<file path="config.mk">
export PLATFORM = sky130hd
export DESIGN_NAME = bsc_update
export DESIGN_NICKNAME = d
export VERILOG_FILES = /design/src/design/bsc_pkg.sv /design/src/design/bsc_update.sv
export SDC_FILE = /design/constraint.sdc
export NUM_CORES = 1
export LEC_CHECK = 0
export BUFFER_PORTS_ARGS = -buffer_cell sky130_fd_sc_hd__buf_2
export CAP_MARGIN = 5
export CORE_AREA = 3 3 66 68
export DETAILED_ROUTE_END_ITERATION = 10
export DIE_AREA = 0 0 69 71
export PLACE_DENSITY = 0.94
export SLEW_MARGIN = 10
export SYNTH_ARGS = -nofsm -noshare
export SYNTH_HDL_FRONTEND = slang
export SYNTH_SLANG_ARGS = --single-unit
</file>
<file path="constraint.sdc">
create_clock -name vclk -period 11
set_input_delay 2.2 -clock vclk [all_inputs]
set_output_delay 2.2 -clock vclk [all_outputs]
set_load 0.05 [all_outputs]
</file>
<file path="src/design/bsc_pkg.sv">
// Package for the background subtraction cell counter.
// Holds sizes, register indexes, reset values and the item structs.
// No dependencies; every design file but bsc_ram uses it by scoped names.
package bsc_pkg;

    localparam int PIXEL_COUNT   = 16384;
    localparam int ADDR_W        = $clog2(PIXEL_COUNT);
    localparam int MAX_CELL_SIZE = 32;
    localparam int COL_W         = $clog2(MAX_CELL_SIZE);
    localparam int COUNT_W       = 11;
    localparam int FAST_FACTOR   = 3;

    localparam logic [COUNT_W-1:0] COUNTER_MAX = {COUNT_W{1'b1}};

    // Output queue sizing.
    localparam int OUT_DEPTH = 4;
    localparam int OUT_PTR_W = $clog2(OUT_DEPTH);
    localparam int OUT_CNT_W = $clog2(OUT_DEPTH + 1);

    // Configuration register indexes.
    localparam int CFG_IDX_W = 2;
    localparam logic [CFG_IDX_W-1:0] CFG_THRESHOLD = 2'd0;
    localparam logic [CFG_IDX_W-1:0] CFG_RATE      = 2'd1;
    localparam logic [CFG_IDX_W-1:0] CFG_DELAY     = 2'd2;

    localparam logic [7:0] THRESHOLD_RESET = 8'd16;
    localparam logic [7:0] RATE_RESET      = 8'd1;
    localparam logic [7:0] DELAY_RESET     = 8'd10;

    // Item functions.
    localparam logic FUNC_LOAD    = 1'b0;
    localparam logic FUNC_PROCESS = 1'b1;

    typedef struct packed {
        logic              func;
        logic [ADDR_W-1:0] pixel_address;
        logic [7:0]        pixel_value;
        logic [COL_W-1:0]  cell_column;
        logic              cell_first_row;
        logic              cell_last;
    } pixel_item_t;

    typedef struct packed {
        logic               motion_mark;
        logic [COUNT_W-1:0] cell_count;
        logic               cell_done;
    } result_item_t;

    typedef struct packed {
        logic [7:0] threshold;
        logic [7:0] rate;
        logic [7:0] delay;
    } cfg_regs_t;

    typedef struct packed {
        logic       counted;
        logic       mark;
        logic       bg_we;
        logic [7:0] bg_next;
        logic [7:0] cnt_next;
    } upd_result_t;

endpackage

</file>
<file path="src/design/bsc_update.sv">
// Per-pixel decision: threshold test, change counter and background step.
// Depends on bsc_pkg for the config and result structs and FAST_FACTOR.
module bsc_update (
    input  logic [7:0]                pixel_value,
    input  logic [7:0]                bg_value,
    input  logic [7:0]                change_count,
    input  bsc_pkg::cfg_regs_t        cfg,
    input  logic                      up_mark,
    input  logic                      left_mark,
    output bsc_pkg::upd_result_t      res
);

    logic       above;
    logic       below;
    logic [7:0] mag;
    logic       quiet;
    logic [7:0] cnt_inc;
    logic [7:0] step;
    logic [7:0] bg_moved;

    always_comb begin
        above   = pixel_value > bg_value;
        below   = pixel_value < bg_value;
        mag     = above ? (pixel_value - bg_value) : (bg_value - pixel_value);
        quiet   = mag < cfg.threshold;
        cnt_inc = change_count + 8'd1;

        // A quiet pixel takes a single step, a persistent change a faster one.
        step = quiet ? cfg.rate : 8'(cfg.rate * bsc_pkg::FAST_FACTOR);
        if (above) begin
            bg_moved = bg_value + step;
        end else if (below) begin
            bg_moved = bg_value - step;
        end else begin
            bg_moved = bg_value;
        end

        res.counted  = quiet ? (up_mark && left_mark) : 1'b1;
        res.mark     = res.counted && (pixel_value != 8'd0);
        res.bg_we    = quiet || (cnt_inc > cfg.delay);
        res.bg_next  = bg_moved;
        res.cnt_next = quiet ? 8'd0 : cnt_inc;
    end

endmodule

</file>
# == Yosys cells after proc, flatten, opt, wreduce, memory -nomap -nowiden ==
# Index checks and enable logic that the tools add are counted.
# Widths: inputs -> output; s select.
# classes
mux,6
order_cmp,4
n_mul,1
n_reduce_logical,4
add_sub_neg,5
# op_table
op,count
$mux 8,5
$sub 8x8->8,3
$gt 8x8->1,2
$lt 8x8->1,2
$add 8x1->8 const B,1
$add 8x8->8,1
$mul 8x2->8 const B,1
$reduce_bool 8->1,1
$logic_and 1x1->1,2
$logic_or 1x1->1,1
$mux 1,1
# word_totals
input_bits,50
register_bits,0

# == Longest topological paths before layout ==
# Gate-level depths: netlist (run 1).
# depth
ltp_word,7
ltp_mapped,26
mapped_depth_nobuf,25

# == Worst setup path before layout (run 1) ==
# No wires, ideal clock.
# synth_path
path_kind,input to output
startpoint,in pixel_value[5]
endpoint,out res[15] (netlist name)
setup_slack_ps,1657
path_buffers,1
path_stages,23
arrival_ps,7143
path_cell_list,inv_1 > ha_1 > nand4_1 > or2_1 > buf_2 > o21ai_4 > mux2_4 > a31oi_2 > o22ai_2 > xnor2_1 > ha_1 > a21oi_1 > o21ai_0 > a21oi_2 > mux2_2 > ha_1 > and2_1 > a31oi_1 > a22oi_1 > xor2_1 > xnor2_1 > nor2_1 > a2bb2oi_1
# synth_rtl
element,line,source
"start, declared",bsc_update.sv:4,"input logic [7:0] pixel_value,"
"end, declared",bsc_update.sv:10,output bsc_pkg::upd_result_t res

==> reports/metrics.yaml, run 1 <==
outcome: "finished clean"
cts_resized: 0
crit_start: "pixel_value[0]"
antenna_found_initial: 0
numSequentialCells: 0
synth.area.top_cells: "ha_1 (29%), inv_1 (8.0%), a21oi_1 (6.1%)"
io_pins: 69
hold_start: "change_count[0]"
cap_violations: 0
synth-xor-area-share_pct: 7.866
worstMarginPinSlew_ns: 0.5991
cpPeakStageDelay_ns: 0.47
synthAdderAreaFrac_pct: 33.39
area_growth_pct: 17.88
synth.mux.area_fraction_pct: 5.659
fmax_ghz: 0.1006
hp-class: "in2out"
io_buffers: 69
cp_max_fo: 17
ys_warn_count: 0
met1Wirelength_mm: 2.203
die_w_um: 69
ff_latch_area_um2: 0
drcViolationCount: 0
postCtsHoldBufs: 0
critPathKind: "in2out"
slew_viol_final: 0
place_congestion: 0.8725
wl_met3_um: 296
row_count: 23
yosysMostFrequentCell: "ha_1"
fp.dieH_um: 71
drt_pass1_iterations: 4
netlist_instances: 305
crit_buf_inv: 4
start_util_pct: 56.49
vias_per_cell: 5.641
min_period_ns: 9.942
crit_path_end_kind: "output pin"
synth_common_cells: "ha_1 (51), inv_1 (47), a21oi_1 (27)"
yosysTopAreaCellShare_pct: 28.86
overflow: 0
die_area_um2: 4899
vdd_drop_max_mv: 0.1098
synth_area_um2: 2211
start_kind: "input pin"
slew-limit-headroom_pct: 60.06
synth_compound_gate_area_share_pct: 26.15
routedWlPerCell_um: 13.90
wl_mm: 5.852
clkbuf_count: 0
cpLargestDelayFamily: "compound AO/OA/AOI/OAI gates"
grt_first_pass_wirelength_mm: 9.639
first_global_vias: 2269
wl_met2_mm: 3.193
tns_ns: 0
synth_nets: 411
post-route-period-util_pct: 90.38
arrival_ns: 7.74
synth.yosys.seq_area_share_pct: 0
yosys.area.top_type: "ha_1"
cp_num_cells: 26
vias: 2375
fin_total_pwr_uw: 353.9
rsz0062_at_grt: "no"
finalHoldViolCount: 0
synth_simple_gate_area_share_pct: 18.05
ant_nets: 0
grt_usage_pct: 22.64
core_area_um2: 3914
hold_depth: 3
grt_max_degree: 18
power.leakage_nw: 1.438
synth_top_family_by_area: "adder cells"
drt_iter0_markers: 93
critPathSlowestCell: "a21oi_2"
cts_setup_buffers: 0
cp.required_ns: 8.80
power_density_nw_per_um2: 135.8
ys_types: 54
avgSynthCellArea_um2: 7.249
layout.nets: 479
highest_layer: "met4"
diodes: 0
dp.final_hpwl_mm: 5.048
finalSetupViolCount: 0
drive_gt1_share_pct: 25.07
==> cell usage in the layout (no fill, tap or decap), types with 4 or more instances in the layout <==
cell and instances:
mux2_2 7, o21ai_0 13, buf_2 69, nor2b_1 11, o21bai_1 6, xor2_1 6, o22ai_1 5, nand4_1 4
xnor2_1 12, nand2_1 22, nand3_1 7, nor2_1 20, inv_1 47, fa_1 5, a21oi_1 27, a21o_1 7
o21ai_1 4, ha_1 51
==> area by class of cell <==
cell class	count	area, um^2
Multi-Input combinational cell	254	2014
Fill cell	344	1308
Timing Repair Buffer	70	352.8
Inverter	47	176.4
Tap cell	50	62.56
==> metal layers <==
metal,up-vias,track usage [%]
met5,-,0
met2,82,45.02
met4,0,7.592
met1,1084,24.76
met3,15,2.131
li1,1194,-
==> final timing paths <==
| check | slack (ns) | end |
|---|---|---|
| setup / recovery | 1.06 | res[15] |
| hold / removal | 4.78 | res[0] |
==> cell families (layout without fill, tap and decap cells) <==
group | Yosys count | after routing
and+or+nand+nor | 82 | 82
muxes | 11 | 11
xor gates and xnor gates | 19 | 19
buffers and inverters | 51 | 117
adders and majority gates | 56 | 56
AOI/OAI and AO/OA | 86 | 86
==> through the flow <==
step           std cells  util [%]  hold slack, ns  instance area, um^2  worst slack (ns)
2_1_floorplan        305         -           4.576                 2211             1.657
3_3_place_gp         421     66.59           4.772                 2606             1.314
5_1_grt              421     66.59           4.791                 2606            0.7200
4_1_cts              421     66.59           4.778                 2606             1.173
6_report             421     66.59           4.776                 2606             1.058
3_5_place_dp         421     66.59           4.779                 2606             1.147
==> where the power goes <==
group	switching [mW]	internal, mW	total, mW
logic	0.232	0.122	0.354
clock network	0	0	0
registers	0	0	0
Note: power is estimated with default switching activity, not from simulation.
==> run 2: changes to the inputs <==
==> constraint.sdc (replaced) <==
create_clock -name vclk -period 11
set_input_delay 2.2 -clock vclk [all_inputs]
set_output_delay 2.2 -clock vclk [all_outputs]
set_load 0.02 [all_outputs]
==> run 2 against run 1 <==
Via count rose by 0.21%; sequential share of layout area did not move; sequential cell count unchanged; critical path type unchanged.
==> reports/metrics.yaml, run 2 (same netlist as run 1, synthesis figures left out) <==
arrival_ns: 7.57  # was 7.74 ns
ff_latch_area_um2: 0  # unchanged
vias_per_cell: 5.653  # was 5.641
holdPathEnd: "res[0]"  # unchanged
finalHoldViolCount: 0  # unchanged
power.leakage_nw: 1.438  # unchanged
final_util_pct: 66.59  # unchanged
stdcell_count: 421  # unchanged
fin_total_pwr_uw: 290.4  # was 353.9 uW
power_density_nw_per_um2: 111.4  # was 135.8 nW/um^2
fp.dieH_um: 71  # unchanged
cts_setup_buffers: 0  # unchanged
worstMarginPinSlew_ns: 0.5154  # was 0.5991 ns
cpLargestDelayFamily: "compound AO/OA/AOI/OAI gates"  # unchanged
slew-limit-headroom_pct: 65.51  # was 60.06%
core_area_um2: 3914  # unchanged
dpl_worst_slack_ns: 1.258  # was 1.147 ns
dp.final_hpwl_mm: 4.950  # was 5.048 mm
cp.required_ns: 8.80  # about the same
first_global_vias: 2322  # was 2269
cap_violations: 0  # unchanged
design_area_um2: 2606  # unchanged
critPathKind: "in2out"  # unchanged
grt_max_degree: 19  # was 18
vdd_drop_max_mv: 0.07914  # was 0.1098 mV
routedWlPerCell_um: 13.53  # was 13.90 um
start_kind: "input pin"  # unchanged
drt_pass1_iterations: 4  # unchanged
place_congestion: 0.8656  # was 0.8725
antenna_found_initial: 0  # unchanged
post-route-period-util_pct: 88.84  # was 90.38%
final_cell_mix: "buf_2 (69), ha_1 (51), inv_1 (47)"  # unchanged
tns_ns: 0  # unchanged
min_period_ns: 9.773  # was 9.942 ns
die_area_um2: 4899  # unchanged
grt_usage_pct: 22.53  # was 22.64%
clkbuf_count: 0  # unchanged
drt_iter0_markers: 116  # was 93
diodes: 0  # unchanged
layout.nets: 479  # unchanged
drive_gt1_share_pct: 25.07  # unchanged
vias: 2380  # was 2375
grt_first_pass_wirelength_mm: 9.522  # was 9.639 mm
io_pins: 69  # unchanged
layout_setup_ws_ns: 1.227  # was 1.058 ns
hp-class: "in2out"  # unchanged
drcViolationCount: 0  # unchanged
numSequentialCells: 0  # unchanged
start_util_pct: 56.49  # unchanged
critPathSlowestCell: "o21ai_4"  # was a21oi_2
cpPeakStageDelay_ns: 0.44  # was 0.47 ns
hold_start: "change_count[0]"  # unchanged
cp_max_fo: 18  # was 17
row_count: 23  # unchanged
crit_buf_inv: 5  # was 4
rsz0062_at_grt: "no"  # unchanged
overflow: 0  # unchanged
fmax_ghz: 0.1023  # was 0.1006 GHz
place_inst: 421  # unchanged
outcome: "finished clean"  # unchanged
io_buffers: 69  # unchanged
dpl_cell_area_um2: 2606  # unchanged
cts_resized: 0  # unchanged
slew_viol_final: 0  # unchanged
ant_nets: 0  # unchanged
postCtsHoldBufs: 0  # unchanged
area_growth_pct: 17.88  # unchanged
hold_depth: 3  # unchanged
finalSetupViolCount: 0  # unchanged
crit_path_end_kind: "output pin"  # unchanged
wl_mm: 5.696  # was 5.852 mm
mostFrequentLayoutCell: "buf_2"  # unchanged
die_w_um: 69  # unchanged
whs_ns: 4.721  # was 4.776 ns
==> run 2: cell counts in the layout (fill, tap and decap cells not counted) <==
Identical to the previous run, type by type.
==> run 2: how the worst max path moves through the flow <==
stage,start,to,slack (ns),depth (start not counted)
floorplan,pixel_value[5],res[14],2.04,22
global placement,pixel_value[0],res[14],1.49,26
detailed placement,pixel_value[0],res[14],1.26,26
CTS,pixel_value[0],res[14],1.27,26
global route,bg_value[1],res[14],0.99,24
finish,pixel_value[0],res[14],1.23,26
==> run 2: final cells by class <==
class                      count  area, um^2
timing repair buffer          70       352.8
tap                           50       62.56
multi-input combinational    254        2014
inverter                      47       176.4
fill                         350        1308
==> run 2: power by group <==
| group | internal [mW] | switching [mW] |
|---|---|---|
| combinational | 0.122 | 0.169 |
| sequential | 0 | 0 |
| clock | 0 | 0 |
| total | 0.122 | 0.169 |
==> run 2: per-layer routing <==
layer	share of wire, %	GRT usage [%]
met1	40	25.58
met2	53	43.64
met3	4.3	1.989
met4	3.2	7.809
met5	0	0
==> run 3: changes to the inputs <==
--- a/config.mk
+++ b/config.mk
@@ -6,11 +6,11 @@
 export NUM_CORES = 1
 export LEC_CHECK = 0
 export BUFFER_PORTS_ARGS = -buffer_cell sky130_fd_sc_hd__buf_2
-export CAP_MARGIN = 5
-export CORE_AREA = 3 3 66 68
+export CAP_MARGIN = 20
+export CORE_AREA = 3 3 71 73
 export DETAILED_ROUTE_END_ITERATION = 10
-export DIE_AREA = 0 0 69 71
-export PLACE_DENSITY = 0.94
+export DIE_AREA = 0 0 74 76
+export PLACE_DENSITY = 0.86
 export SLEW_MARGIN = 10
 export SYNTH_ARGS = -nofsm -noshare
 export SYNTH_HDL_FRONTEND = slang
==> constraint.sdc (replaced) <==
create_clock -name vclk -period 8.3
set_input_delay 1.66 -clock vclk [all_inputs]
set_output_delay 1.66 -clock vclk [all_outputs]
set_load 0.02 [all_outputs]
==> run 3 against run 2 <==
Global-route usage is 2.7 points lower; cell count is 3.6% higher; final area is 8.4% higher; via count is 3.4% higher; largest cell class unchanged.
==> reports/metrics.yaml, run 3 (same netlist as run 1, synthesis figures left out) <==
outcome: "finished clean"  # unchanged
slew_viol_final: 0  # unchanged
layout.nets: 492  # was 479
post-route-period-util_pct: 99.41
met1Wirelength_mm: 2.603  # was 2.263 mm
stdcell_count: 436  # was 421
die_area_um2: 5624  # was 4899 um^2
row_count: 24  # was 23
crit_start: "pixel_value[3]"  # was pixel_value[0]
hp-class: "in2out"  # unchanged
worstMarginPinSlew_ns: 0.4441  # was 0.5154 ns
postCtsHoldBufs: 0  # unchanged
critPathKind: "in2out"  # unchanged
grt_usage_pct: 19.79  # was 22.53%
drt_iter0_markers: 121  # was 116
whs_ns: 3.641  # was 4.721 ns
io_pins: 69  # unchanged
fmax_ghz: 0.1212
place_inst: 430  # was 421
design_area_um2: 2825  # was 2606 um^2
cp.required_ns: 6.64  # was 8.80 ns
arrival_ns: 6.59  # was 7.57 ns
area_growth_pct: 27.79  # was 17.88%
finalHoldViolCount: 0  # unchanged
start_util_pct: 50.09  # was 56.49%
hold_start: "change_count[0]"  # unchanged
overflow: 0  # unchanged
power.leakage_nw: 1.516  # was 1.438 nW
dp.final_hpwl_mm: 5.008  # was 4.950 mm
finalSetupViolCount: 0  # unchanged
io_buffers: 69  # unchanged
mostFrequentLayoutCell: "buf_2"  # unchanged
routedWlPerCell_um: 14.56  # was 13.53 um
slew-limit-headroom_pct: 70.12  # was 65.51%
ff_latch_area_um2: 0  # unchanged
grt_max_degree: 12  # was 19
start_kind: "input pin"  # unchanged
diodes: 0  # unchanged
vias_per_cell: 5.642  # was 5.653
crit_path_end_kind: "output pin"  # unchanged
grt_first_pass_wirelength_mm: 9.439  # was 9.522 mm
cp_common_cell: "buf_4"
highest_layer: "met4"  # unchanged
core_area_um2: 4414  # was 3914 um^2
vias: 2460  # was 2380
vdd_drop_max_mv: 0.08168  # was 0.07914 mV
num-fill-cells: 367  # was 350
critPathSlowestCell: "ha_1"  # was o21ai_4
die_w_um: 74  # was 69 um
wl_mm: 6.346  # was 5.696 mm
antenna_found_initial: 0  # unchanged
drcViolationCount: 0  # unchanged
final_cell_mix: "buf_2 (67), inv_1 (47), ha_1 (47)"  # was buf_2 (69), ha_1 (51), inv_1 (47)
cap_violations: 0  # unchanged
fin_total_pwr_uw: 436.7  # was 290.4 uW
fp.dieH_um: 76  # was 71 um
numSequentialCells: 0  # unchanged
power_density_nw_per_um2: 154.6  # was 111.4 nW/um^2
dpl_cell_area_um2: 2661  # was 2606 um^2
hold_depth: 3  # unchanged
wl_met3_um: 272  # was 245 um
ant_nets: 0  # unchanged
place_congestion: 0.9933  # was 0.8656
drt_pass1_iterations: 4  # unchanged
cpPeakStageDelay_ns: 0.44  # about the same
wl_met2_mm: 3.263  # was 3.003 mm
min_period_ns: 8.251
drive_gt1_share_pct: 30.73  # was 25.07%
first_global_vias: 2176  # was 2322
cp_max_fo: 6  # was 18
clkbuf_count: 0  # unchanged
[run 3: cell count changes in the layout (fill, tap and decap cells not counted), moves of 2 or more]
cell / change
mux2_4: +2
a31oi_4: +2
ha_4: +3
buf_4: +12
fa_2: +2
o21ai_1: +2
a21oi_1: -2
o21ai_0: -2
mux2_2: -2
buf_2: -2
ha_1: -4
fa_1: -2
buf_6: +2
[run 3: repair_timing]
action	4_1_cts	5_1_grt
pin swaps	1	7
gates cloned	0	0
resized for setup	1	24
buffers inserted	1	5
setup endpoints to repair	2	4
[run 3: path summary, 6_finish.rpt]
kind                  slack (ns)  endpoint
worst max-delay path        0.05   res[15]
worst min-delay path        3.64    res[0]
[run 3: critical path, delay by kind of cell]
family,cells,cell delay [ns]
XOR/XNOR,2,0.24
adder cells (fa/ha/maj),3,1.05
multiplexers,1,0.34
AO/OA/AOI/OAI,12,1.81
buffers and inverters,8,1.02
AND/OR/NAND/NOR,2,0.45
[run 3: through the flow]
stage                     util [%]  setup WS (ns)   TNS, ns
after floorplan                  -         0.4242         0
after detailed placement     60.29       -0.02175  -0.03740
after global placement       60.29         0.1373         0
final                        64.00        0.04867         0
after CTS                    60.60       0.001446         0
after global routing         64.00        -0.1960   -0.4599
[run 3: report_power, final]
| group | internal [mW] | switching (mW) |
|---|---|---|
| Sequential | 0 | 0 |
| Clock | 0 | 0 |
| Combinational | 0.191 | 0.245 |
| Total | 0.191 | 0.245 |
[run 3: metal layers]
metal / vias to the layer above / GRT usage [%]
met1: 1118 / 26.17
met4: 0 / 3.080
met2: 85 / 35.90
met5: - / 0
li1: 1234 / -
met3: 23 / 0
[run 3: area by class of cell]
class	instances	area (um^2)	share of cell area, %
Timing Repair Buffer	83	462.9	16.39
Multi-Input combinational cell	254	2121	75.07
Inverter	47	176.4	6.244
Tap cell	52	65.06	2.303
