--- src/design/bsc_pkg.sv ---
// Package for the background subtraction cell counter.
// Holds sizes, register indexes, reset values and the item structs.
// No dependencies; every design file but bsc_ram uses it by scoped names.
package bsc_pkg;

    localparam int PIXEL_COUNT   = 16384;
    localparam int ADDR_W        = $clog2(PIXEL_COUNT);
    localparam int MAX_CELL_SIZE = 32;
    localparam int COL_W         = $clog2(MAX_CELL_SIZE);
    localparam int COUNT_W       = 11;
    localparam int FAST_FACTOR   = 3;

    localparam logic [COUNT_W-1:0] COUNTER_MAX = {COUNT_W{1'b1}};

    // Output queue sizing.
    localparam int OUT_DEPTH = 4;
    localparam int OUT_PTR_W = $clog2(OUT_DEPTH);
    localparam int OUT_CNT_W = $clog2(OUT_DEPTH + 1);

    // Configuration register indexes.
    localparam int CFG_IDX_W = 2;
    localparam logic [CFG_IDX_W-1:0] CFG_THRESHOLD = 2'd0;
    localparam logic [CFG_IDX_W-1:0] CFG_RATE      = 2'd1;
    localparam logic [CFG_IDX_W-1:0] CFG_DELAY     = 2'd2;

    localparam logic [7:0] THRESHOLD_RESET = 8'd16;
    localparam logic [7:0] RATE_RESET      = 8'd1;
    localparam logic [7:0] DELAY_RESET     = 8'd10;

    // Item functions.
    localparam logic FUNC_LOAD    = 1'b0;
    localparam logic FUNC_PROCESS = 1'b1;

    typedef struct packed {
        logic              func;
        logic [ADDR_W-1:0] pixel_address;
        logic [7:0]        pixel_value;
        logic [COL_W-1:0]  cell_column;
        logic              cell_first_row;
        logic              cell_last;
    } pixel_item_t;

    typedef struct packed {
        logic               motion_mark;
        logic [COUNT_W-1:0] cell_count;
        logic               cell_done;
    } result_item_t;

    typedef struct packed {
        logic [7:0] threshold;
        logic [7:0] rate;
        logic [7:0] delay;
    } cfg_regs_t;

    typedef struct packed {
        logic       counted;
        logic       mark;
        logic       bg_we;
        logic [7:0] bg_next;
        logic [7:0] cnt_next;
    } upd_result_t;

endpackage

--- src/design/bsc_out_fifo.sv ---
// Small result queue that decouples the pipeline from the receiver.
// Depends on bsc_pkg for the result struct and queue sizing.
module bsc_out_fifo (
    input  logic                                aclk,
    input  logic                                aresetn,
    input  logic                                push,
    input  bsc_pkg::result_item_t               push_item,
    output logic                                m_valid,
    input  logic                                m_ready,
    output bsc_pkg::result_item_t               m_item,
    output logic [bsc_pkg::OUT_CNT_W-1:0]       count
);

    bsc_pkg::result_item_t               slot_reg [bsc_pkg::OUT_DEPTH];
    logic [bsc_pkg::OUT_PTR_W-1:0]       wr_ptr_reg, wr_ptr_next;
    logic [bsc_pkg::OUT_PTR_W-1:0]       rd_ptr_reg, rd_ptr_next;
    logic [bsc_pkg::OUT_CNT_W-1:0]       count_reg, count_next;
    logic                                pop;

    always_comb begin
        pop         = m_valid && m_ready;
        wr_ptr_next = push ? wr_ptr_reg + 1'b1 : wr_ptr_reg;
        rd_ptr_next = pop ? rd_ptr_reg + 1'b1 : rd_ptr_reg;
        count_next  = count_reg;
        if (push && !pop) begin
            count_next = count_reg + 1'b1;
        end else if (pop && !push) begin
            count_next = count_reg - 1'b1;
        end
    end

    always_ff @(posedge aclk) begin
        if (!aresetn) begin
            wr_ptr_reg <= '0;
            rd_ptr_reg <= '0;
            count_reg  <= '0;
        end else begin
            wr_ptr_reg <= wr_ptr_next;
            rd_ptr_reg <= rd_ptr_next;
            count_reg  <= count_next;
        end
    end

    always_ff @(posedge aclk) begin
        if (push) begin
            slot_reg[wr_ptr_reg] <= push_item;
        end
    end

    assign m_valid = count_reg != '0;
    assign m_item  = slot_reg[rd_ptr_reg];
    assign count   = count_reg;

endmodule

--- config.mk ---
export PLATFORM = sky130hd
export DESIGN_NAME = bsc_out_fifo
export DESIGN_NICKNAME = d
export VERILOG_FILES = /design/src/design/bsc_pkg.sv /design/src/design/bsc_out_fifo.sv
export SDC_FILE = /design/constraint.sdc
export NUM_CORES = 1
export LEC_CHECK = 0
export BUFFER_PORTS_ARGS = -buffer_cell sky130_fd_sc_hd__buf_2
export CAP_MARGIN = 10
export CELL_PAD_IN_SITES_DETAIL_PLACEMENT = 2
export CELL_PAD_IN_SITES_GLOBAL_PLACEMENT = 2
export CORE_ASPECT_RATIO = 1.75
export CORE_MARGIN = 3
export CORE_UTILIZATION = 38
export DETAILED_ROUTE_END_ITERATION = 10
export HOLD_SLACK_MARGIN = 0.06
export PLACE_DENSITY = 0.72
export SLEW_MARGIN = 20
export SYNTH_ARGS = -nofsm -noshare
export SYNTH_HDL_FRONTEND = slang
export SYNTH_SLANG_ARGS = --single-unit
export TNS_END_PERCENT = 5
--- constraint.sdc ---
create_clock -name aclk -period 1.85 [get_ports aclk]
set_input_delay 0.2775 -clock aclk [delete_from_list [all_inputs] [get_ports aclk]]
set_output_delay 0.2775 -clock aclk [all_outputs]
set_load 0.02 [all_outputs]
After elaboration in Yosys (flattened, before gate mapping). Memory sizes are Yosys's and may differ from the RTL's. A register that Yosys moved wholly into a read port is not among the register bits. Index checks and enable logic that the tools add are counted.

Memories: 1. Logic and storage cells: 21. Input port bits: 17. Bits in writable memories: 52. Register bits after elaboration: 7.

Memory list: slot_reg (words 4, width 13, rd ports 1, clocked after Yosys merged registers in 1, wr ports 1, RTL line bsc_out_fifo.sv:14) `bsc_pkg::result_item_t slot_reg [bsc_pkg::OUT_DEPTH];`.

$add $sub $neg: 4. Reduce and logical (&&, ||, !) cells: 7. Muxes and demuxes: 6.

Operator list (number): $mux W3 (2); $add A2 B1 Y2 const B (2); $mux W2 (2); $add A3 B1 Y3 const B (1); $logic_and A1 B1 Y1 (3); $reduce_bool A3 Y1 (1); $sub A3 B1 Y3 const B (1); $logic_not A1 Y1 (2); $mux W1 (2); $reduce_bool A2 Y1 (1).

Logic depth before layout (Yosys ltp). Gate-level depths: netlist of run 1.

Word-level depth: 5. Gate-level depth with buffers: 7. Depth with buffers taken out: 7.

Least setup slack after synthesis of run 1. OpenSTA, ideal clock, no wires.

Kind: register to register. Start: register count_reg, in the netlist count[1]. End: register count_reg, in the netlist count[2]. Arrival: 1.933 ns. Library setup time: 0.070 ns. Path slack: -0.153 ns. Cell stages (with the launch flop): 8. Cells stage by stage: dfxtp_1 o31ai_4 ha_1 inv_1 fa_1 xor2_1 or3_1 a21boi_1.

Word-level cells in the longest chain between the ends: 5.

RTL lines: from (decl) (RTL line bsc_out_fifo.sv:17) `logic [bsc_pkg::OUT_CNT_W-1:0] count_reg, count_next;`; from (signal assigned) (RTL line bsc_out_fifo.sv:40) `count_reg <= count_next;`; parallel branches: the longest is 5 deep, another holds $sub A3 B1 Y3.

Several ways; the timed one is not identified. The select of a mux whose other input is x is not followed. A chain may end at the register's enable or synchronous reset.

Final worst setup path of run 1.
Start: register count_reg, in the netlist count[0]. End: register count_reg, in the netlist count[2].

Same word-level chain as after synthesis.

==> flow_metrics.env, run 1 <==
export IMPL_reg2reg_from="count[0]"
export IMPL_drt_total_wl_um=4895
export IMPL_cp_max_fo=2
export IMPL_synth_fa_ha_area_frac=0.03513
export IMPL_die_h_um=110.1
export IMPL_final_max_slew_viol_count=0
export IMPL_grt_pass1_vias=1397
export IMPL_synthXorXnorAreaFrac=0.01863
export IMPL_die_x_um=65.46
export IMPL_cp_data_arrival_time_ns=2.14
export IMPL_dieArea_sq_mm=0.007204
export IMPL_grtUsageMet2=0.2821
export IMPL_largest_reg_flops=52
export IMPL_slew_headroom=0.4986
export IMPL_cts_hold_fix_buffers=0
export IMPL_total_power_uw=3970
export IMPL_synth_top_family_by_area="multiplexers"
export IMPL_busiest_layer="met2"
export IMPL_design_area_sq_mm=0.002920
export IMPL_setup_viol=1
export IMPL_synth_nets=132
export IMPL_drtAntennaViolNets=0
export IMPL_p_clk_frac=0.285
export IMPL_p_int_uw=2803
export IMPL_routed_via_count=1208
export IMPL_leakagePower_uw=0.001049
export IMPL_numCtsBuffers=9
export IMPL_hold_path_end="slot_reg[3][9]"
export IMPL_status="finished, violations left"
export IMPL_cp_start_kind="flip-flop"
export IMPL_dp_hpwl_um=3401
export IMPL_gp_congestion=0.7096
export IMPL_cts_tree="yes"
export IMPL_r2r_end="count[2]"
export IMPL_root_buffer="clkbuf_8"
export IMPL_cts_sinks=61
export IMPL_ys_warn_count=0
export IMPL_synthCells=109
export IMPL_fin_crit_sh=1.019
export IMPL_met3_usage=0.04361
export IMPL_crit_type="flip-flop to flip-flop"
export IMPL_max_freq_mhz=530.3
export IMPL_maxCapViolations=0
export IMPL_worstMarginPinSlew_ns=0.7522
export IMPL_core_area_sq_mm=0.005926
export IMPL_combPwrFrac=0.285
export IMPL_diodes=0
export IMPL_powerDensity_mw_per_mm2=1359
export IMPL_holdPathStages=1
export IMPL_place_area_sq_mm=0.002686
export IMPL_globalRouteMet1Util=0.1572
export IMPL_track_usage=0.1540
export IMPL_synth_cell_types=19
export IMPL_htree_num_levels=3
export IMPL_drt_iter0_drc=28
export IMPL_hold_worst_slack_ns=0.1673
export IMPL_syn_cell_area_sq_mm=0.002351
export IMPL_port_buffers=33
export IMPL_grt_pass1_wl_um=7624
export IMPL_yosys_area_share_simple=0.03459
export IMPL_r2r_cells=7
export IMPL_swShare=0.2939
export IMPL_finalWorstPathRequiredPeriod_ns=1.886
export IMPL_syn_area_per_cell_sq_um=21.57
export IMPL_fin_nets=186
export IMPL_post_route_drc_count=0
export IMPL_synth_seq_area_share=0.7408
export IMPL_vdd_drop_max_uv=694.0
export IMPL_dr_pass1_iters=4
export IMPL_final_cells=246
export IMPL_hold_violations=0
export IMPL_synth_ff_latch_count=61
export IMPL_clk_pin_slew_worst_paths_ns=0.07
export IMPL_overflow=0
export IMPL_via_per_inst=4.911
export IMPL_worstSetupEndpointType="flip-flop"
export IMPL_layout_drive_gt1_share=0.4643
export IMPL_clkLatencyLatePin_ns=0.33
export IMPL_place_ws_ns=-0.04972
export IMPL_hp_class="primary input to flip-flop"
export IMPL_dpl_cell_count=228
export IMPL_io_pins=34
export IMPL_fin_ws_ns=-0.03581
export IMPL_fin_skew_ns=0.007786
export IMPL_min_from="push_item[9]"
export IMPL_cp_required_ns=2.11
export IMPL_violations="negative setup slack"
export IMPL_power_frac_seq=0.431
export IMPL_antenna_found_initial=0
export IMPL_regToRegSetupSlack_ns=-0.04
export IMPL_num_rows=37
export IMPL_synth_compound_area_frac=0.02129
export IMPL_p_sw_uw=1167
export IMPL_wl_per_cell_um=19.90
export IMPL_rsz0062_at_grt="true"
export IMPL_clk_path_buf_depth=2
export IMPL_muxShareOfSynthArea=0.1378
export IMPL_grt_max_degree=14
export IMPL_syn_to_final_growth_pct=24.21
export IMPL_start_util=0.3967
## per-layer routing
metal / routed length (um) / vias up / part of all wire
li1: - / 545 / -
met2: 2854 / 32 / 0.58
met3: 217 / 4 / 0.044
met5: 0 / - / 0
met4: 56 / 0 / 0.011
met1: 1766 / 627 / 0.36
## worst max-delay path, stage by stage (launching register included)
cell,delay [ns]
dfxtp_4,0.35
o31ai_4,0.23
ha_2,0.22
inv_1,0.06
fa_2,0.34
xor2_1,0.18
or3_1,0.31
a21boi_1,0.12
## how the worst max path moves through the flow
stage                        start       end  slack (ns)  depth (start not counted)
after floorplan           count[2]  count[2]      -0.005                          7
after global placement    count[2]  count[2]        0.05                          7
after detailed placement  count[2]  count[2]       -0.05                          7
after CTS                 count[1]  count[2]       -0.04                          7
after global routing      count[1]  count[2]       -0.11                          7
final                     count[0]  count[2]       -0.04                          7
## stage by stage
step,util,setup TNS [ns]
floorplan,-,-0.004535
global placement,0.4533,0
detailed placement,0.4533,-0.04972
CTS,0.4907,-0.1870
global route,0.4928,-0.4972
finish,0.4928,-0.03581
## timing repair
action                     in CTS  in global routing
pin swaps                       2                  1
setup endpoints to repair      14                 11
buffers inserted                2                  0
resized for setup               5                  4
## area by class of cell
type                            instances  area, sq um
Clock inverter                          6        63.81
Clock buffer                           10        127.6
Multi-Input combinational cell         43        586.8
Timing Repair Buffer                   45        279.0
Inverter                                3        11.26
Sequential cell                        61         1754
Fill cell                             574         3005
Tap cell                               78        97.59
## power by group through the flow
| stage | Clock [uW] | Combinational [uW] | Sequential [uW] |
|---|---|---|---|
| 6_report | 1130 | 1130 | 1710 |
| 3_3_place_gp | 0 | 1030 | 1710 |
| 5_1_grt | 1220 | 1220 | 1720 |
| 3_5_place_dp | 0 | 1080 | 1730 |
| 2_1_floorplan | 0 | 670 | 1760 |
| 4_1_cts | 1170 | 1130 | 1720 |
## synthesized netlist by cell type
cell type | n | share of area
edfxtp_1 | 52 | 0.66
mux4_2 | 10 | 0.096
and2_1 | 9 | 0.024
dfxtp_1 | 9 | 0.077
ha_1 | 5 | 0.027
inv_1 | 3 | 0.0048
mux4_1 | 3 | 0.034
xnor2_1 | 3 | 0.011
mux2i_1 | 2 | 0.0085
nor2b_1 | 2 | 0.0053
or3_1 | 2 | 0.0053
xor2_1 | 2 | 0.0075
a21boi_1 | 1 | 0.0032
buf_2 | 1 | 0.0021
buf_6 | 1 | 0.0048
fa_1 | 1 | 0.0085
o21ai_0 | 1 | 0.0021
o311ai_2 | 1 | 0.0069
o31ai_4 | 1 | 0.0090
## layout by cell type, fill, tap and decap left out, types with 3 or more instances in the layout
master / n
and2_1: 9
buf_2: 31
buf_4: 10
buf_6: 3
clkbuf_8: 9
dfxtp_1: 5
dfxtp_4: 3
edfxtp_1: 52
ha_1: 4
inv_1: 3
mux4_1: 3
mux4_2: 10
xnor2_1: 3
## cell families (layout without fill, tap and decap cells)
family | after synthesis | count (layout)
AND/OR/NAND/NOR | 13 | 13
XOR/XNOR | 5 | 5
adder cells (fa/ha/maj) | 6 | 6
buffers and inverters | 5 | 64
flip-flops | 61 | 61
AO/OA/AOI/OAI | 4 | 4
multiplexers | 15 | 15
(Power assumes the default switching activity.)
==> inputs of run 2 (changes only) <==
--- a/config.mk
+++ b/config.mk
@@ -5,16 +5,18 @@
 export SDC_FILE = /design/constraint.sdc
 export NUM_CORES = 1
 export LEC_CHECK = 0
+export ABC_AREA = 1
 export BUFFER_PORTS_ARGS = -buffer_cell sky130_fd_sc_hd__buf_2
 export CAP_MARGIN = 10
 export CELL_PAD_IN_SITES_DETAIL_PLACEMENT = 2
 export CELL_PAD_IN_SITES_GLOBAL_PLACEMENT = 2
 export CORE_ASPECT_RATIO = 1.75
 export CORE_MARGIN = 3
-export CORE_UTILIZATION = 38
+export CORE_UTILIZATION = 35
 export DETAILED_ROUTE_END_ITERATION = 10
+export GPL_ROUTABILITY_DRIVEN = 0
 export HOLD_SLACK_MARGIN = 0.06
-export PLACE_DENSITY = 0.72
+export PLACE_DENSITY = 0.73
 export SLEW_MARGIN = 20
 export SYNTH_ARGS = -nofsm -noshare
 export SYNTH_HDL_FRONTEND = slang
==> flow_metrics.env, run 2 <==
export IMPL_cts_tree="yes"
export IMPL_status="finished, final reports clean"
export IMPL_cp_start_kind="flip-flop"
export IMPL_synthCells=188
export IMPL_clk_pin_slew_worst_paths_ns=0.05
export IMPL_synth_edf_count=52
export IMPL_root_buffer="clkbuf_16"
export IMPL_via_per_inst=4.944
export IMPL_vdd_drop_max_uv=823.1
export IMPL_endpoint="m_item[10]"
export IMPL_htree_num_levels=3
export IMPL_fill_cells=692
export IMPL_hold_violations=0
export IMPL_finalWorstPathRequiredPeriod_ns=1.730
export IMPL_hold_worst_slack_ns=0.1743
export IMPL_dpl_cell_count=305
export IMPL_drtAntennaViolNets=0
export IMPL_setup_viol=0
export IMPL_synthTopCellsByCount="edfxtp_1, nor2_1, o21ai_0"
export IMPL_largest_reg_flops=52
export IMPL_start_util=0.3620
export IMPL_wl_per_cell_um=17.73
export IMPL_slew_headroom=0.8146
export IMPL_drt_total_wl_um=5692
export IMPL_cp_required_ns=1.57
export IMPL_ys_warn_count=0
export IMPL_regToRegSetupSlack_ns=0.14
export IMPL_cp_max_fo=27
export IMPL_hp_class="primary input to flip-flop"
export IMPL_grt_max_degree=28
export IMPL_routed_via_count=1587
export IMPL_dieArea_sq_mm=0.008179
export IMPL_synth_ff_type="edfxtp_1"
export IMPL_synth_area_top_cells="edfxtp_1, dfxtp_1, o21ai_0, nor2_1, ha_1"
export IMPL_r2r_cells=12
export IMPL_grt_pass1_vias=1712
export IMPL_clk_path_buf_depth=2
export IMPL_num_rows=40
export IMPL_die_h_um=117.4
export IMPL_port_buffers=33
export IMPL_fin_crit_sh=0.9353
export IMPL_synth_nets=211
export IMPL_numCtsBuffers=9
export IMPL_rsz0062_at_grt="true"
export IMPL_clkLatencyLatePin_ns=0.32
export IMPL_dr_pass1_iters=4
export IMPL_grt_pass1_wl_um=9087
export IMPL_final_cells=321
export IMPL_total_power_uw=4387
export IMPL_diodes=0
export IMPL_fin_util=0.4403
export IMPL_post_route_drc_count=0
export IMPL_dp_hpwl_um=3933
export IMPL_fin_nets=255
export IMPL_cp_data_arrival_time_ns=1.45
export IMPL_antenna_found_initial=0
export IMPL_synth_seq_area_share=0.7016
export IMPL_die_x_um=69.66
export IMPL_r2r_end="count[2]"
export IMPL_max_freq_mhz=577.9
export IMPL_layout_drive_gt1_share=0.2996
export IMPL_final_max_slew_viol_count=0
export IMPL_track_usage=0.1515
export IMPL_synth_top_area_frac=0.6290
export IMPL_syn_cell_area_sq_mm=0.002482
export IMPL_final_common_cell="edfxtp_1"
export IMPL_syn_area_per_cell_sq_um=13.20
export IMPL_maxCapViolations=0
export IMPL_cts_sinks=61
export IMPL_drt_iter0_drc=40
export IMPL_reg2reg_from="count[1]"
export IMPL_tns_ns=0
export IMPL_cts_hold_fix_buffers=0
export IMPL_core_area_sq_mm=0.006857
export IMPL_overflow=0
export IMPL_synth_most_common_cell="edfxtp_1"
export IMPL_synthArstFlopShare=0
export IMPL_yosysTopAreaCell="edfxtp_1"
export IMPL_leakagePower_uw=0.001165
export IMPL_synth_cell_types=24
export IMPL_crit_type="flip-flop to output port"
export IMPL_io_pins=34
export IMPL_fin_skew_ns=0.009005
export IMPL_post_cts_setup_buffers=0
export IMPL_worstSetupEndpointType="output port"
export IMPL_layout_common_cells="edfxtp_1, buf_2, nor2_1"
export IMPL_synth_ff_latch_count=61
export IMPL_syn_to_final_growth_pct=21.62
export IMPL_worstMarginPinSlew_ns=0.2752
export IMPL_powerDensity_mw_per_mm2=1453
-- run 2: final cells by class --
type                       instances  area [sq um]  share of cell area
multi-input combinational        104         591.8              0.1960
tap                               84         105.1             0.03481
inverter                          16         67.56             0.02238
sequential                        61          1744              0.5777
clock inverter                     3         40.04             0.01326
timing repair buffer              40         230.2             0.07625
clock buffer                      13         240.2             0.07957
-- run 2: report_power, final --
part	internal, uW	leakage, uW	switching [uW]
logic	385	0.000475	756
clock network	1040	0.000138	529
registers	1610	0.000553	74.4
-- run 2: worst max-delay path, cell delays in order (launching register included) --
cell	delay, ns
dfxtp_1	0.35
buf_12	0.19
inv_8	0.10
o21ai_0	0.21
o22ai_2	0.11
buf_2	0.17
-- run 2: through the flow --
stage	setup slack (ns)	instance area, sq um
final	0.1197	3019
after global routing	-0.004701	3019
after CTS	0.04520	3017
after detailed placement	0.1174	2736
after floorplan	0.09069	2482
after global placement	0.1681	2736
-- run 2: logic make-up after synthesis --
logic type      share of synthesized area
fa+ha+maj                         0.03327
xor+xnor                         0.003529
simple gates                      0.08619
flops                              0.7016
buf+inv                           0.05997
compound gates                     0.1154
-- run 2: routing by layer --
layer	vias to the layer above	wire length, um	GRT usage
met4	0	156	0.07914
met3	12	169	0.03945
li1	755	-	-
met2	28	3306	0.2793
met5	-	0	0
met1	792	2060	0.1518
-- run 2: timing repair --
item	CTS	global route
endpoints found under the hold margin	0	0
resized for setup	0	4
endpoints found under the setup margin	0	5
-- run 2: worst min-delay path by stage --
stage                  startpoint              end  slack [ns]  depth (start not counted)
finish              push_item[11]  slot_reg[0][11]        0.17                          1
global route         push_item[7]   slot_reg[1][7]        0.17                          1
CTS                  push_item[7]   slot_reg[1][7]        0.17                          1
detailed placement   push_item[7]   slot_reg[0][7]        0.50                          1
global placement     push_item[5]   slot_reg[0][5]        0.49                          1
floorplan            push_item[0]   slot_reg[0][0]        0.38                          0
